===== src/sle_pkg.sv =====
// Shared types and constants for the sequential list engine.
// No dependencies; every other file refers to this package by scoped names.
package sle_pkg;

	localparam int DEF_CAPACITY   = 128;
	localparam int DEF_DATA_WIDTH = 32;
	localparam int OPC_W          = 2;
	localparam int POS_W          = 8;
	localparam int VAL_W          = 32;

	typedef enum logic [OPC_W-1:0] {
		OP_INSERT = 2'd0,
		OP_DELETE = 2'd1,
		OP_GET    = 2'd2,
		OP_LOCATE = 2'd3
	} op_t;

	typedef enum logic [1:0] {
		SH_HOLD,
		SH_INSERT,
		SH_DELETE
	} shift_t;

	typedef enum logic {
		ST_IDLE,
		ST_SCAN
	} state_t;

	// Broadcast from the controller to every cell.
	typedef struct packed {
		shift_t shift;
		logic   qget;
	} cell_ctl_t;

endpackage


===== src/sle_req_if.sv =====
// Request channel of the sequential list engine: valid/ready plus the request fields.
// Depends on sle_pkg for the field widths.
interface sle_req_if;
	logic                       valid;
	logic                       ready;
	logic [sle_pkg::OPC_W-1:0]  opcode;
	logic [sle_pkg::POS_W-1:0]  position;
	logic signed [sle_pkg::VAL_W-1:0] item_value;

	modport source (output valid, output opcode, output position, output item_value,
		input ready);
	modport sink (input valid, input opcode, input position, input item_value,
		output ready);
endinterface


===== src/sle_rsp_if.sv =====
// Response channel of the sequential list engine: valid/ready plus the result fields.
// Depends on sle_pkg for the field widths.
interface sle_rsp_if;
	logic                       valid;
	logic                       ready;
	logic                       status_error;
	logic signed [sle_pkg::VAL_W-1:0] read_value;
	logic [sle_pkg::POS_W-1:0]  found_position;
	logic [sle_pkg::POS_W-1:0]  current_length;

	modport source (output valid, output status_error, output read_value,
		output found_position, output current_length, input ready);
	modport sink (input valid, input status_error, input read_value,
		input found_position, input current_length, output ready);
endinterface


===== src/sle_ctrl.sv =====
// Controller of the list engine: checks positions, keeps the length, drives the cell
// row and holds the response register. Depends on sle_pkg and both channel interfaces.
module sle_ctrl #(
	parameter int CAPACITY   = sle_pkg::DEF_CAPACITY,
	parameter int DATA_WIDTH = sle_pkg::DEF_DATA_WIDTH,
	parameter int LW         = 8
) (
	input  logic                   clk,
	input  logic                   arst_n,
	sle_req_if.sink                req,
	sle_rsp_if.source              rsp,
	output sle_pkg::cell_ctl_t     ctl,
	output logic [LW-1:0]          pos0,
	output logic [DATA_WIDTH-1:0]  wdata,
	output logic [LW-1:0]          len,
	output logic                   scan_start,
	input  logic                   scan_done,
	input  logic [LW-1:0]          scan_found,
	input  logic [DATA_WIDTH-1:0]  scan_rdata
);

	localparam int CW = ((LW > sle_pkg::POS_W) ? LW : sle_pkg::POS_W) + 1;

	sle_pkg::state_t       state_q, state_d;
	logic [LW-1:0]         len_q, len_d;
	logic [LW-1:0]         pos0_q;
	logic [DATA_WIDTH-1:0] qval_q;
	logic                  qget_q;
	logic                  scan_start_q;
	logic                  accept;
	logic [CW-1:0]         pos_w, len_w;
	logic                  ins_err, rd_err;
	logic [DATA_WIDTH-1:0] stored;
	logic                  load_out, start_d, err_d;
	logic [LW-1:0]         found_d;
	logic [DATA_WIDTH-1:0] rdata_d;
	sle_pkg::shift_t       shift_d;
	logic                  out_valid_q;
	logic                  out_err_q;
	logic [sle_pkg::VAL_W-1:0] out_rd_q;
	logic [sle_pkg::POS_W-1:0] out_found_q, out_len_q;

	assign req.ready = (state_q == sle_pkg::ST_IDLE) && (!out_valid_q || rsp.ready);
	assign accept    = req.valid && req.ready;
	assign pos_w     = CW'(req.position);
	assign len_w     = CW'(len_q);
	assign ins_err   = (pos_w == '0) || (pos_w > len_w + CW'(1)) || (len_w >= CW'(CAPACITY));
	assign rd_err    = (pos_w == '0) || (pos_w > len_w);
	assign stored    = DATA_WIDTH'($signed(req.item_value));

	always_comb begin
		state_d  = state_q;
		len_d    = len_q;
		shift_d  = sle_pkg::SH_HOLD;
		load_out = 1'b0;
		start_d  = 1'b0;
		err_d    = 1'b0;
		found_d  = '0;
		rdata_d  = '0;
		unique case (state_q)
			sle_pkg::ST_IDLE: begin
				if (accept) begin
					unique case (sle_pkg::op_t'(req.opcode))
						sle_pkg::OP_INSERT: begin
							load_out = 1'b1;
							err_d    = ins_err;
							if (!ins_err) begin
								shift_d = sle_pkg::SH_INSERT;
								len_d   = len_q + LW'(1);
							end
						end
						sle_pkg::OP_DELETE: begin
							load_out = 1'b1;
							err_d    = rd_err;
							if (!rd_err) begin
								shift_d = sle_pkg::SH_DELETE;
								len_d   = len_q - LW'(1);
							end
						end
						sle_pkg::OP_GET: begin
							if (rd_err) begin
								load_out = 1'b1;
								err_d    = 1'b1;
							end else begin
								start_d = 1'b1;
								state_d = sle_pkg::ST_SCAN;
							end
						end
						sle_pkg::OP_LOCATE: begin
							start_d = 1'b1;
							state_d = sle_pkg::ST_SCAN;
						end
						default: ;
					endcase
				end
			end
			sle_pkg::ST_SCAN: begin
				if (scan_done) begin
					load_out = 1'b1;
					found_d  = scan_found;
					rdata_d  = scan_rdata;
					state_d  = sle_pkg::ST_IDLE;
				end
			end
			default: state_d = sle_pkg::ST_IDLE;
		endcase
	end

	always_ff @(posedge clk or negedge arst_n) begin
		if (!arst_n) begin
			state_q      <= sle_pkg::ST_IDLE;
			len_q        <= '0;
			scan_start_q <= 1'b0;
			out_valid_q  <= 1'b0;
		end else begin
			state_q      <= state_d;
			len_q        <= len_d;
			scan_start_q <= start_d;
			if (load_out) out_valid_q <= 1'b1;
			else if (rsp.ready) out_valid_q <= 1'b0;
		end
	end

	always_ff @(posedge clk) begin
		if (accept) begin
			pos0_q <= LW'(pos_w - CW'(1));
			qval_q <= stored;
			qget_q <= (sle_pkg::op_t'(req.opcode) == sle_pkg::OP_GET);
		end
		if (load_out) begin
			out_err_q   <= err_d;
			out_rd_q    <= sle_pkg::VAL_W'($signed(rdata_d));
			out_found_q <= sle_pkg::POS_W'(found_d);
			out_len_q   <= sle_pkg::POS_W'(len_d);
		end
	end

	// Shifts use the request directly; the scan uses the captured query.
	assign ctl.shift  = shift_d;
	assign ctl.qget   = qget_q;
	assign pos0       = (state_q == sle_pkg::ST_IDLE) ? LW'(pos_w - CW'(1)) : pos0_q;
	assign wdata      = (state_q == sle_pkg::ST_IDLE) ? stored : qval_q;
	assign len        = len_q;
	assign scan_start = scan_start_q;

	assign rsp.valid          = out_valid_q;
	assign rsp.status_error   = out_err_q;
	assign rsp.read_value     = out_rd_q;
	assign rsp.found_position = out_found_q;
	assign rsp.current_length = out_len_q;

`ifndef SYNTH
	a_len_max: assert property (@(posedge clk) disable iff (!arst_n)
		len_q <= LW'(CAPACITY))
		else $error("list length above capacity");
	a_ins_len: assert property (@(posedge clk) disable iff (!arst_n)
		(accept && req.opcode == sle_pkg::OP_INSERT && !ins_err)
		|=> len_q == $past(len_q) + LW'(1))
		else $error("insert did not grow the list");
	a_done_in_scan: assert property (@(posedge clk) disable iff (!arst_n)
		scan_done |-> state_q == sle_pkg::ST_SCAN)
		else $error("scan token arrived outside a scan");
	a_no_overwrite: assert property (@(posedge clk) disable iff (!arst_n)
		(out_valid_q && !rsp.ready) |-> !load_out)
		else $error("response register overwritten before transfer");
`endif

endmodule


===== src/flat_wrapper.sv =====
// flat-port wrapper written by rule: the top's interface ports become plain ports
module sle_ctrl_flat 
#(
	parameter int CAPACITY   = sle_pkg::DEF_CAPACITY,
	parameter int DATA_WIDTH = sle_pkg::DEF_DATA_WIDTH,
	parameter int LW         = 8
)
  (clk, arst_n, ctl, pos0, wdata, len, scan_start, scan_done, scan_found, scan_rdata, req_valid, req_opcode, req_position, req_item_value, req_ready, rsp_valid, rsp_status_error, rsp_read_value, rsp_found_position, rsp_current_length, rsp_ready);
  sle_req_if req_i ();
  sle_rsp_if rsp_i ();
  input  logic clk;
  input  logic arst_n;
  output sle_pkg::cell_ctl_t ctl;
  output logic [LW-1:0] pos0;
  output logic [DATA_WIDTH-1:0] wdata;
  output logic [LW-1:0] len;
  output logic scan_start;
  input  logic scan_done;
  input  logic [LW-1:0] scan_found;
  input  logic [DATA_WIDTH-1:0] scan_rdata;
  input wire logic [$bits(req_i.valid)-1:0] req_valid;
  input wire logic [$bits(req_i.opcode)-1:0] req_opcode;
  input wire logic [$bits(req_i.position)-1:0] req_position;
  input wire logic [$bits(req_i.item_value)-1:0] req_item_value;
  output wire logic [$bits(req_i.ready)-1:0] req_ready;
  output wire logic [$bits(rsp_i.valid)-1:0] rsp_valid;
  output wire logic [$bits(rsp_i.status_error)-1:0] rsp_status_error;
  output wire logic [$bits(rsp_i.read_value)-1:0] rsp_read_value;
  output wire logic [$bits(rsp_i.found_position)-1:0] rsp_found_position;
  output wire logic [$bits(rsp_i.current_length)-1:0] rsp_current_length;
  input wire logic [$bits(rsp_i.ready)-1:0] rsp_ready;
  assign req_i.valid = req_valid;
  assign req_i.opcode = req_opcode;
  assign req_i.position = req_position;
  assign req_i.item_value = req_item_value;
  assign req_ready = req_i.ready;
  assign rsp_valid = rsp_i.valid;
  assign rsp_status_error = rsp_i.status_error;
  assign rsp_read_value = rsp_i.read_value;
  assign rsp_found_position = rsp_i.found_position;
  assign rsp_current_length = rsp_i.current_length;
  assign rsp_i.ready = rsp_ready;
  sle_ctrl #(.CAPACITY(CAPACITY), .DATA_WIDTH(DATA_WIDTH), .LW(LW)) u_core (.clk(clk), .arst_n(arst_n), .req(req_i), .rsp(rsp_i), .ctl(ctl), .pos0(pos0), .wdata(wdata), .len(len), .scan_start(scan_start), .scan_done(scan_done), .scan_found(scan_found), .scan_rdata(scan_rdata));
endmodule

===== config.mk =====
export PLATFORM = sky130hd
export DESIGN_NAME = sle_ctrl_flat
export DESIGN_NICKNAME = d
export VERILOG_FILES = /design/src/sle_pkg.sv /design/src/sle_req_if.sv /design/src/sle_rsp_if.sv /design/src/sle_ctrl.sv /design/src/flat_wrapper.sv
export SDC_FILE = /design/constraint.sdc
export NUM_CORES = 1
export LEC_CHECK = 0
export ABC_AREA = 1
export CAP_MARGIN = 40
export CORE_UTILIZATION = 45
export DETAILED_ROUTE_END_ITERATION = 6
export DONT_BUFFER_PORTS = 1
export SLEW_MARGIN = 20
export SYNTH_ARGS = -nofsm -noshare
export SYNTH_HDL_FRONTEND = slang
export SYNTH_SLANG_ARGS = --single-unit

===== constraint.sdc =====
create_clock -name clk -period 4.2 [get_ports clk]
set_clock_uncertainty 0.15 [all_clocks]
set_input_delay 0.21 -clock clk [delete_from_list [all_inputs] [get_ports clk]]
set_output_delay 0.21 -clock clk [all_outputs]
set_load 0.01 [all_outputs]

==> results.ini <==
[run_status]
status=complete, no violations

[setup_path]
crit_start=u_core.len[2]
setup.worst_path.class=reg2out
cp.arrival_ns=2.89
reg2reg_from=u_core.len[7]
cp-end-kind=output port
worst_ep_required_time_ns=3.84
worstSetupStartpointType=flip-flop
path_max_fanout=8

[global_routing]
grt_max_degree=45
grt_usage=0.2006
use_met1=0.2255
grt-ovfl-total=0
grt_use_met3=0.05858
antenna_found_initial=0
grtUsageMet2=0.3702
grt_busiest_layer=met2
grt_pass1_wl_um=17990
grt_pass1_vias=3682

[synthesis]
synth_flop_cell=edfxtp_1
ys_top_cells_by_area=edfxtp_1 52%, nand2_1 14%, ha_1 6.3%, dfrtp_1 5.3%, inv_1 5.0%
synthCells=545
syn-cell-area_mm2=0.005150
ys_ff_latch=101
synth_edf_count=90
avgSynthCellArea_um2=9.449
yosysSeqAreaShare=0.5782
synthArstFlopShare=0.1089
synth_cell_types=33
yosysTopAreaCell=edfxtp_1
yosysWarnings=0
synth_fp_nets=658
synth_top_area_frac=0.5248

[flow_run]
cap_violations=0

[timing]
holdWs_ns=0.01604
fin_crit_ns=3.248
setup_viol=0
worst_pin_slew_ns=0.6009
post-route-period-util=0.7732
hold_violations=0
fin_ws_ns=0.9525
slew_violations=0
rsz0062_at_grt=false
relSlewSlack=0.5980
setup-tns-final_ns=0
fmax_mhz=307.9

[clocking]
tritoncts=done
cts-root-buf=clkbuf_16
clk_pin_slew_ns=0.07
postCtsSetupBuffers=0
clk_latency_ns=0.34
clock-sinks=101
cts_buffer_depth=2
numCtsBuffers=9
htree_levels=3

[power]
power_w=0.003349
power_per_cell_area_mw_per_mm2=524.3
leakage_nw=2.861
ir_drop_mv=0.3738

[route]
drc_errors=0
routed_wl_um=12200
dr_total_vias=3774
via_per_inst=4.927
ant_nets=0
drt-pass1-iter-count=5
wl_per_cell_um=15.92
drtIter0Drc=161

[place]
pre_cts_ws_ns=1.149
hpwl_um=8520
gp_congestion=0.8547
io_buffer_count=0

[finish]
syn_to_final_growth_pct=24.05
final_cell_mix=188 x nand2_1, 90 x edfxtp_1, 80 x dlygate4sd3_1, 67 x inv_1, 61 x nor2_1
final_common_cell=nand2_1
drive_gt1_frac=0.06709
layout.nets=734
post-route-util=0.5817
antenna_cells=0

[die]
io_pins=190
coreArea_mm2=0.01098
initial_core_util=0.4689
rows=38
die_h_um=109.0
die-area_mm2=0.01188
die_w_um=109.0

[min_path]
hp-start=req_opcode[1]
hold_class=in2reg

[power breakdown]
| part | total, W | internal (W) | switching [W] |
|---|---|---|---|
| Combinational | 0.00100 | 0.000339 | 0.000664 |
| Sequential | 0.00150 | 0.00131 | 0.000197 |
| Clock | 0.000841 | 0.000473 | 0.000368 |
[kinds of logic (layout without fill, tap and decap cells)]
family                     after synthesis  in the layout  synth area share
AOI/OAI and AO/OA                       21             21           0.02551
xor gates and xnor gates                18             18           0.03061
adders and majority gates               26             26           0.06317
buffers and inverters                   90            171           0.07264
DFF                                    101            101            0.5782
and+or+nand+nor                        289            289            0.2298
[state kept, by name, summed over array words and instances (netlist names)]
signal,flops
u_core.rsp.valid,1
u_core.qget_q,1
u_core.state_q,1
u_core.rsp.read_value,32
u_core.pos0_q,8
u_core.rsp.current_length,8
u_core.scan_start,1
u_core.qval_q,32
u_core.len,8
u_core.rsp.status_error,1
u_core.rsp.found_position,8
[Yosys cell counts (2+ instances only)]
master    number
nand3_2        2
o21ai_0        4
clkbuf_1      10
inv_1         68
nand2_1      189
buf_6          2
a21oi_1        4
nand4_1        3
buf_1          3
edfxtp_1      90
ha_1          26
nor2_2         5
nand2_2        6
nor2_1        61
xor2_1        15
o21ai_1        4
a21oi_2        3
nand3_1       17
nor3_1         4
dfrtp_1       11
xnor2_1        3
buf_4          4
[routing by layer]
metal | wire, um | up-vias | share of wire
li1 | - | 1878 | -
met1 | 4790 | 1747 | 0.39
met2 | 6365 | 136 | 0.52
met3 | 898 | 13 | 0.074
met4 | 142 | 0 | 0.012
met5 | 0 | - | 0
[final timing paths]
path,to,slack (ns),depth (start not counted)
max in group asynchronous,u_core.scan_start,3.36,1
hold reg to reg,u_core.rsp.valid,0.53,2
setup reg to reg,u_core.rsp.read_value[12],1.14,13
hold / removal,u_core.qget_q,0.02,1
min in group asynchronous,u_core.len[0],0.15,1
setup / recovery,ctl[1],0.95,13
[metrics by stage]
stage | cell area (um2) | std cells
final | 6389 | 766
after global routing | 6389 | 766
after CTS | 6389 | 766
after detailed placement | 5279 | 670
after global placement | 5264 | 669
after floorplan | 5150 | 545
[area by class of cell]
class                      count  area [um2]
fill                         935        4594
sequential                   101        2978
multi-input combinational    354        1800
timing repair buffer          85       858.3
inverter                      70       267.8
clock buffer                  10       229.0
tap                          140       175.2
clock inverter                 6       80.08
[repair_timing]
action / in CTS / in global routing
hold endpoints to repair: 90 / 0
hold buffers: 80 / 0
resized for setup: 0 / 0
[critical path, stage by stage (launching register included)]
cell and delay (ns):
dfrtp_1 0.56, nand3_1 0.17, nor2_1 0.14, nand2_1 0.09
nor3_1 0.28, xor2_1 0.19, ha_1 0.26, inv_1 0.08
nor2_1 0.04, o21ai_0 0.14, nand2_1 0.08, nand2_2 0.12
nand4_4 0.16, nor2_1 0.23
Power figures use the tool's default switching activity.
